--- src/design/mandelbrot_escape_time_pixel_core_macros.svh ---
// Assertion macros used by the top level of the escape-time pixel core RTL.
`ifndef MANDELBROT_ESCAPE_TIME_PIXEL_CORE_MACROS_SVH
`define MANDELBROT_ESCAPE_TIME_PIXEL_CORE_MACROS_SVH

`ifndef SYNTHESIS
// Checked on clk_i, disabled while rst_ni is low.
`define MBROT_ASSERT(lbl, prop, msg) \
  lbl: assert property (@(posedge clk_i) disable iff (!rst_ni) prop) else $error(msg);
// Checked on clk_i at every edge, reset included.
`define MBROT_ASSERT_ALWAYS(lbl, prop, msg) \
  lbl: assert property (@(posedge clk_i) prop) else $error(msg);
`else
`define MBROT_ASSERT(lbl, prop, msg)
`define MBROT_ASSERT_ALWAYS(lbl, prop, msg)
`endif

`endif

--- src/design/mbrot_pkg.sv ---
// Package: types, constants and palette functions of the escape-time pixel core.
`timescale 1ns / 1ps
`default_nettype none

package mbrot_pkg;

  localparam int unsigned COORD_W  = 11;
  localparam int unsigned WORD_W   = 32;
  localparam int unsigned STEP_W   = 28;
  localparam int unsigned CNT_W    = 11;
  localparam int unsigned COLOR_W  = 8;
  localparam int unsigned CFG_IDX_W = 2;

  localparam int unsigned GRID_SIZE = 2048;
  localparam int unsigned FRAC_BITS = 28;
  localparam int unsigned PALETTE_DEPTH_DEF = 2048;

  // Configuration register indexes
  localparam logic [CFG_IDX_W-1:0] CFG_X_BASE     = 2'd0;
  localparam logic [CFG_IDX_W-1:0] CFG_Y_BASE     = 2'd1;
  localparam logic [CFG_IDX_W-1:0] CFG_PIXEL_STEP = 2'd2;
  localparam logic [CFG_IDX_W-1:0] CFG_ITER_LIMIT = 2'd3;

  // Reset values
  localparam logic signed [WORD_W-1:0] X_BASE_RST     = -32'sd402653184;
  localparam logic signed [WORD_W-1:0] Y_BASE_RST     = 32'sd107374182;
  localparam logic [STEP_W-1:0]        PIXEL_STEP_RST = 28'd104858;
  localparam logic [CNT_W-1:0]         ITER_LIMIT_RST = 11'd2024;

  // Q28 angle constants for the palette
  localparam longint unsigned Q28_ONE            = 64'd268435456;
  localparam longint unsigned Q28_TWO_PI         = 64'd1686629713;
  localparam longint unsigned Q28_PI             = 64'd843314857;
  localparam longint unsigned Q28_HALF_PI        = 64'd421657428;
  localparam longint unsigned Q28_THIRD_TURN     = 64'd562209904;
  localparam longint unsigned Q28_TWO_THIRD_TURN = 64'd1124419809;
  localparam longint signed   CH_BIAS            = 64'sd4563402752;  // 17.0 in Q28
  localparam longint unsigned CH_SCALE           = 64'd7247757312;   // 27.0 in Q28

  typedef struct packed {
    logic [COORD_W-1:0] row;
    logic [COORD_W-1:0] col;
  } pix_in_t;

  typedef struct packed {
    logic [COLOR_W-1:0] red;
    logic [COLOR_W-1:0] green;
    logic [COLOR_W-1:0] blue;
    logic [CNT_W-1:0]   iterations;
    logic               in_set;
  } pix_out_t;

  typedef struct packed {
    logic [COLOR_W-1:0] red;
    logic [COLOR_W-1:0] green;
    logic [COLOR_W-1:0] blue;
  } rgb_t;

  typedef struct packed {
    logic capture;   // load row/col from the input transaction
    logic reduce;    // wrap row/col into the grid
    logic map;       // form row*step and col*step
    logic init;      // form c, set z = c, clear the count
    logic mul;       // register the three products of z
    logic upd;       // write back z^2 + c, bump the count
    logic rom_rd;    // read the palette entry
    logic load_out;  // move the result into the output register
  } dp_cmd_t;

  typedef struct packed {
    logic row_ge;
    logic col_ge;
    logic cnt_lt_max;
    logic escape;
  } dp_sts_t;

  function automatic logic signed [WORD_W-1:0] sat32(input logic signed [65:0] v);
    logic signed [WORD_W-1:0] r;
    if (v > 66'sd2147483647) begin
      r = 32'sh7fffffff;
    end else if (v < -66'sd2147483648) begin
      r = 32'sh80000000;
    end else begin
      r = v[WORD_W-1:0];
    end
    return r;
  endfunction

  // Q16 fifth root, binary search over [0, 2^20)
  function automatic longint unsigned fifth_root_q16(input longint unsigned n);
    longint unsigned lo;
    longint unsigned hi;
    longint unsigned mid;
    longint unsigned p;
    longint unsigned target;
    lo = 64'd0;
    hi = (64'd1 << 20) - 64'd1;
    target = n << 16;
    for (int i = 0; i < 21; i++) begin
      if (lo < hi) begin
        mid = (lo + hi + 64'd1) >> 1;
        p = mid;
        for (int k = 0; k < 4; k++) begin
          p = (p * mid) >> 16;
        end
        if (p <= target) begin
          lo = mid;
        end else begin
          hi = mid - 64'd1;
        end
      end
    end
    return lo;
  endfunction

  function automatic longint unsigned sine_div(input longint unsigned v, input int k);
    longint unsigned r;
    case (k)
      0:       r = v / 110;
      1:       r = v / 72;
      2:       r = v / 42;
      3:       r = v / 20;
      default: r = v / 6;
    endcase
    return r;
  endfunction

  // Q28 sine of an angle in [0, 2pi), Taylor series to x^11
  function automatic longint signed sine_q28(input longint unsigned a_in);
    longint unsigned a;
    longint unsigned x2;
    longint unsigned term;
    longint signed   s;
    logic            neg;
    a = a_in;
    neg = 1'b0;
    if (a >= Q28_PI) begin
      neg = 1'b1;
      a = a - Q28_PI;
    end
    if (a > Q28_HALF_PI) begin
      a = Q28_PI - a;
    end
    x2 = (a * a) >> 28;
    term = Q28_ONE;
    for (int k = 0; k < 5; k++) begin
      term = Q28_ONE - sine_div((x2 * term) >> 28, k);
    end
    s = signed'((a * term) >> 28);
    return neg ? -s : s;
  endfunction

  function automatic logic [COLOR_W-1:0] palette_channel(input longint unsigned t,
                                                         input longint unsigned offset);
    longint signed   s;
    longint unsigned num;
    longint unsigned v;
    s = sine_q28((t + offset) % Q28_TWO_PI);
    num = unsigned'(s * 64'sd10 + CH_BIAS);
    v = (num * 64'd255) / CH_SCALE;
    if (v > 64'd255) begin
      v = 64'd255;
    end
    return v[COLOR_W-1:0];
  endfunction

  function automatic rgb_t palette_entry(input int unsigned n);
    longint unsigned t;
    rgb_t            e;
    t = (64'd11 * fifth_root_q16(64'(n))) << 12;
    e.red   = palette_channel(t, 64'd0);
    e.green = palette_channel(t, Q28_THIRD_TURN);
    e.blue  = palette_channel(t, Q28_TWO_THIRD_TURN);
    return e;
  endfunction

endpackage

`default_nettype wire

--- src/design/mbrot_ctrl.sv ---
// Controller: sequences one pixel through the datapath and owns both handshakes.
`timescale 1ns / 1ps
`default_nettype none

module mbrot_ctrl (
  input  logic                 clk_i,
  input  logic                 rst_ni,
  input  logic                 in_valid_i,
  output logic                 in_stall_o,
  output logic                 out_valid_o,
  input  logic                 out_stall_i,
  input  mbrot_pkg::dp_sts_t   sts_i,
  output mbrot_pkg::dp_cmd_t   cmd_o
);
  import mbrot_pkg::*;

  localparam logic [2:0] ST_IDLE   = 3'd0;
  localparam logic [2:0] ST_REDUCE = 3'd1;
  localparam logic [2:0] ST_MAP    = 3'd2;
  localparam logic [2:0] ST_INIT   = 3'd3;
  localparam logic [2:0] ST_MUL    = 3'd4;
  localparam logic [2:0] ST_UPD    = 3'd5;
  localparam logic [2:0] ST_COLOR  = 3'd6;
  localparam logic [2:0] ST_FINISH = 3'd7;

  logic [2:0] state_q, state_d;
  logic       out_valid_q, out_valid_d;
  logic       slot_free;

  assign slot_free = !out_valid_q || !out_stall_i;

  always_comb begin
    state_d = state_q;
    cmd_o   = '0;
    case (state_q)
      ST_IDLE: begin
        if (in_valid_i) begin
          cmd_o.capture = 1'b1;
          state_d = ST_REDUCE;
        end
      end
      ST_REDUCE: begin
        if (sts_i.row_ge || sts_i.col_ge) begin
          cmd_o.reduce = 1'b1;
        end else begin
          state_d = ST_MAP;
        end
      end
      ST_MAP: begin
        cmd_o.map = 1'b1;
        state_d = ST_INIT;
      end
      ST_INIT: begin
        cmd_o.init = 1'b1;
        state_d = ST_MUL;
      end
      ST_MUL: begin
        if (sts_i.cnt_lt_max) begin
          cmd_o.mul = 1'b1;
          state_d = ST_UPD;
        end else begin
          state_d = ST_COLOR;
        end
      end
      ST_UPD: begin
        if (sts_i.escape) begin
          state_d = ST_COLOR;
        end else begin
          cmd_o.upd = 1'b1;
          state_d = ST_MUL;
        end
      end
      ST_COLOR: begin
        cmd_o.rom_rd = 1'b1;
        state_d = ST_FINISH;
      end
      ST_FINISH: begin
        if (slot_free) begin
          cmd_o.load_out = 1'b1;
          state_d = ST_IDLE;
        end
      end
      default: begin
        state_d = ST_IDLE;
      end
    endcase
  end

  always_comb begin
    out_valid_d = out_valid_q;
    if (cmd_o.load_out) begin
      out_valid_d = 1'b1;
    end else if (!out_stall_i) begin
      out_valid_d = 1'b0;
    end
  end

  always_ff @(posedge clk_i or negedge rst_ni) begin
    if (!rst_ni) begin
      state_q     <= ST_IDLE;
      out_valid_q <= 1'b0;
    end else begin
      state_q     <= state_d;
      out_valid_q <= out_valid_d;
    end
  end

  assign in_stall_o  = state_q != ST_IDLE;
  assign out_valid_o = out_valid_q;

endmodule

`default_nettype wire

--- config.mk ---
export PLATFORM = sky130hd
export DESIGN_NAME = mbrot_ctrl
export DESIGN_NICKNAME = d
export VERILOG_FILES = /design/src/design/mandelbrot_escape_time_pixel_core_macros.svh /design/src/design/mbrot_pkg.sv /design/src/design/mbrot_ctrl.sv
export SDC_FILE = /design/constraint.sdc
export NUM_CORES = 1
export LEC_CHECK = 0
export BUFFER_PORTS_ARGS = -buffer_cell sky130_fd_sc_hd__buf_4
export CELL_PAD_IN_SITES_DETAIL_PLACEMENT = 1
export CELL_PAD_IN_SITES_GLOBAL_PLACEMENT = 1
export CORE_AREA = 2 2 39 41
export CTS_BUF_LIST = sky130_fd_sc_hd__clkbuf_8
export DETAILED_ROUTE_END_ITERATION = 7
export DIE_AREA = 0 0 41 43
export GPL_ROUTABILITY_DRIVEN = 0
export PLACE_DENSITY = 0.74
export RECOVER_POWER = 50
export SLEW_MARGIN = 20
export SYNTH_ARGS = -nofsm -noshare
export SYNTH_HDL_FRONTEND = slang
export SYNTH_SLANG_ARGS = --single-unit
--- constraint.sdc ---
create_clock -name clk_i -period 2.3 [get_ports clk_i]
set_input_delay 0.23 -clock clk_i [delete_from_list [all_inputs] [get_ports clk_i]]
set_output_delay 0.23 -clock clk_i [all_outputs]
set_load 0.02 [all_outputs]
Yosys cells after proc, flatten, opt, wreduce, memory -nomap -nowiden
Cells that the tools add are included.
{"block": "op_classes", "addsub": 0, "mul": 0, "n_div": 0, "n_lt_le_gt_ge": 0, "eq_ne": 11, "n_shift": 0, "n_mux": 21, "n_bitwise": 0, "n_reduce_logical": 7}
{"operator": "$pmux W3 S8", "n": 1}
{"operator": "$mux W1", "n": 15}
{"operator": "$eq A3 B3 Y1 const B", "n": 4}
{"operator": "$mux W3", "n": 3}
{"operator": "$eq A3 B2 Y1 const B", "n": 2}
{"operator": "$ne A2 B2 Y1 const B", "n": 3}
{"operator": "$mux W2", "n": 2}
{"operator": "$eq A3 B1 Y1 const B", "n": 1}
{"operator": "$logic_not A3 Y1", "n": 1}
{"operator": "$reduce_and A3 Y1", "n": 1}
{"operator": "$reduce_bool A3 Y1", "n": 1}
{"operator": "$logic_not A1 Y1", "n": 2}
{"operator": "$logic_or A1 B1 Y1", "n": 2}
{"operator": "$ne A2 B1 Y1 const B", "n": 1}
{"block": "totals", "ff_bits": 4, "latchBits": 0, "mem_bits_rw": 0, "rom_bits": 0, "input_bits": 8, "output_inout_bits": 10, "elab_cells": 41, "n_memories": 0}

Logic depth before layout (Yosys ltp)
{"block": "logic_depth", "depth_word": 5, "mapped_depth": 4, "mapped_depth_nobuf": 3}

Worst setup path before layout
Ideal clock, no wire load.
{"block": "synth_path", "kind": "register to output", "start": "register state_q[0]", "end": "output cmd_o[7] in the netlist's numbering", "t_arrival_ns": 1.132, "t_required_ns": 2.070, "setup_slack_ns": 0.938, "stages_incl_launch_ff": 3, "path_cell_list": "dfrtp_1 or3_4 nor2_1"}
{"item": "start, declared", "line": "mbrot_ctrl.sv:26", "text": "logic [2:0] state_q, state_d;"}
{"item": "start signal, assigned", "line": "mbrot_ctrl.sv:103", "text": "state_q <= state_d;"}
{"item": "end, declared", "line": "mbrot_ctrl.sv:13", "text": "output mbrot_pkg::dp_cmd_t cmd_o"}

==> impl_metrics.env <==
export IMPL_grtUsageTotal_pct=8.89
export IMPL_grt_max_degree=15
export IMPL_routed_wl_um=705
export IMPL_p_per_area_mw_per_mm2=1440
export IMPL_p_clk_share_pct=21.6
export IMPL_outcome="finished, final reports clean"
export IMPL_grt_remaining_overflow=0
export IMPL_cp_max_fo=13
export IMPL_avgSynthCellArea_um2=8.45
export IMPL_period_needed_ns=1.64
export IMPL_synth_top_cell_by_area="dfrtp_1"
export IMPL_drive_above_1_share_pct=35.8
export IMPL_peakVddDrop_v=0.000490
export IMPL_areaGrowthSynthToFinish_pct=50.2
export IMPL_fin_nets=63
export IMPL_root_buffer="clkbuf_8"
export IMPL_port_buffers=17
export IMPL_worst_slew_pin_slew_ns=0.379
export IMPL_synth_area_top_cells="dfrtp_1 (33%), nand2_1 (6.2%), and3b_1 (5.8%)"
export IMPL_critPathKind="register to primary output"
export IMPL_tns_ns=0
export IMPL_cap_violations=0
export IMPL_syn_inst=36
export IMPL_dieArea_mm2=0.00176
export IMPL_clk_pin_slew_worst_paths_ns=0.03
export IMPL_synth_nets=44
export IMPL_yosysUniqueCellTypes=20
export IMPL_hold_class="primary input to register"
export IMPL_ys_ff_latch=4
export IMPL_clock_fmax_mhz=609
export IMPL_synth_seq_area_share_pct=32.9
export IMPL_worstReg2RegStart="state_q[0]"
export IMPL_endpoint_kind="primary output"
export IMPL_diodes=0
export IMPL_hpwlAfterDp_um=546
export IMPL_first_pass_iters=2
export IMPL_fin_skew_ns=0.00107
export IMPL_grt_pass1_vias=262
export IMPL_p_int_mw=0.372
export IMPL_cts_buffers=3
export IMPL_die_h_um=43
export IMPL_rsz0062_at_grt="false"
export IMPL_grt_pass1_wl_um=1010
export IMPL_min_from="in_valid_i"
export IMPL_required_ns=2.07
export IMPL_tritoncts="yes"
export IMPL_swShare_pct=43.6
export IMPL_post_cts_buffers=0
export IMPL_syn_cell_area_um2=304
export IMPL_viasPerCell=4.57
export IMPL_start_util_pct=22.0
export IMPL_pre_cts_ws_ns=0.869
export IMPL_yosysTopAreaCellShare_pct=32.9
export IMPL_setup_slack_ns=0.659
export IMPL_hold_viol_final=0
export IMPL_dieWidth_um=41
export IMPL_critical_path_startpoint="state_q[0]"
export IMPL_rows=14
export IMPL_setup_viol=0
export IMPL_dr_total_vias=315
export IMPL_drtIter0Drc=3
export IMPL_p_sw_mw=0.287
export IMPL_synth_warnings=0
export IMPL_final_max_slew_viol_count=0
export IMPL_arrival_ns=1.41
export IMPL_wl_per_cell_um=10.2
export IMPL_p_leak_nw=0.222
export IMPL_min_period_over_period_pct=71.4
export IMPL_ioPinCount=18
export IMPL_clockBufferDepth=2
export IMPL_max_slew_margin_pct=74.8
export IMPL_antenna_found_initial=0
export IMPL_clk_latency_ns=0.21
export IMPL_ant_nets=0
export IMPL_core_region_area_mm2=0.00138
export IMPL_start_kind="register"
export IMPL_htreeDepth=1
export IMPL_pwr_share_comb_pct=47.7
export IMPL_clkSinkCount=4
export IMPL_drc_errors=0
export IMPL_seq_power_share_pct=30.6
worst paths after layout:
| kind | to | slack (ns) | cells past startpoint |
|---|---|---|---|
| max | cmd_o[7] | 0.66 | 3 |
| min | state_q[0] | 0.27 | 2 |
| max in group asynchronous | state_q[2] | 1.76 | 2 |
| min reg2reg | out_valid_o | 0.56 | 2 |
| max reg2reg | state_q[0] | 1.03 | 2 |
| min in group asynchronous | state_q[0] | 0.37 | 2 |
placed cells by master (no fill, tap or decap):
| cell type | synthesis | final |
|---|---|---|
| a211oi_1 | 2 | 2 |
| inv_1 | 2 | 2 |
| o22a_1 | 1 | 1 |
| nor4b_2 | 1 | 1 |
| dfrtp_1 | 4 | 4 |
| clkbuf_8 | 0 | 3 |
| nor3_1 | 1 | 1 |
| nor2b_1 | 1 | 1 |
| nand3_1 | 0 | 1 |
| dlygate4sd3_1 | 0 | 1 |
| clkbuf_1 | 0 | 2 |
| o22ai_1 | 1 | 1 |
| a21oi_1 | 2 | 3 |
| nor3b_1 | 1 | 1 |
| and3b_1 | 2 | 2 |
| o21a_1 | 1 | 1 |
| o32ai_1 | 1 | 1 |
| buf_4 | 2 | 15 |
| nor2_1 | 4 | 4 |
| nand2_1 | 5 | 5 |
| or3_1 | 0 | 1 |
final cells by class:
cell class                      instances  area (µm²)
Timing Repair Buffer                   18         130
Inverter                                2        7.51
Multi-Input combinational cell         26         158
Tap cell                               16        20.0
Clock buffer                            3        41.3
Sequential cell                         4         100
Fill cell                             171         927
worst max-delay path, cell delays in order (launching register included):
cell,delay [ns]
dfrtp_1,0.49
or3_1,0.45
nor2_1,0.11
buf_4,0.15
repair_timing:
item	CTS	global route
hold endpoints to repair	4	0
gates resized for setup	0	0
endpoints found under the setup margin	0	0
hold buffers	1	0
Yosys cell counts:
library cell	instances
o22a_1	1
inv_1	2
nand2_1	5
a21oi_1	2
nor3b_1	1
or3_4	1
and3b_1	2
nor3_1	1
o22ai_1	1
nor2b_1	1
buf_4	2
buf_2	2
o21a_1	1
nor2_1	4
a21oi_2	1
nor4b_2	1
dfrtp_1	4
a211oi_1	2
nand3_2	1
o32ai_1	1
cells by family after synthesis:
kind of cell | after synthesis | share of synthesized area, %
and+or+nand+nor | 17 | 35.0
buffers and inverters | 6 | 10.7
DFF | 4 | 32.9
AOI/OAI and AO/OA | 9 | 21.4
sequential cells by signal (all words and copies together) (netlist names):
signal / cells
out_valid_o: 1
state_q: 3
through the flow:
stage | std cells | utilization [%] | power (mW) | hold WS, ns | area (µm²)
after detailed placement | 65 | 30.8 | 0.549 | 0.0271 | 427
after CTS | 69 | 34.5 | 0.699 | 0.268 | 478
after floorplan | 36 | - | 0.442 | -0.0656 | 304
after global routing | 69 | 33.0 | 0.710 | 0.274 | 457
final | 69 | 33.0 | 0.659 | 0.267 | 457
after global placement | 65 | 30.8 | 0.541 | 0.0263 | 427
routing by layer:
layer	share of wire, %	up-vias	global-route usage, %
met3	7.9	2	1.57
met1	43	141	10.5
met2	47	12	11.9
li1	-	160	-
met4	2.3	0	10.0
met5	0	-	0
power by group through the flow:
stage               Clock (mW)  Combinational [mW]  Sequential [mW]
floorplan                    0               0.291            0.151
finish                   0.143               0.314            0.202
global placement             0               0.336            0.205
CTS                      0.147               0.341            0.210
global route             0.152               0.343            0.214
detailed placement           0               0.338            0.211
Power figures use the tool's default switching activity.
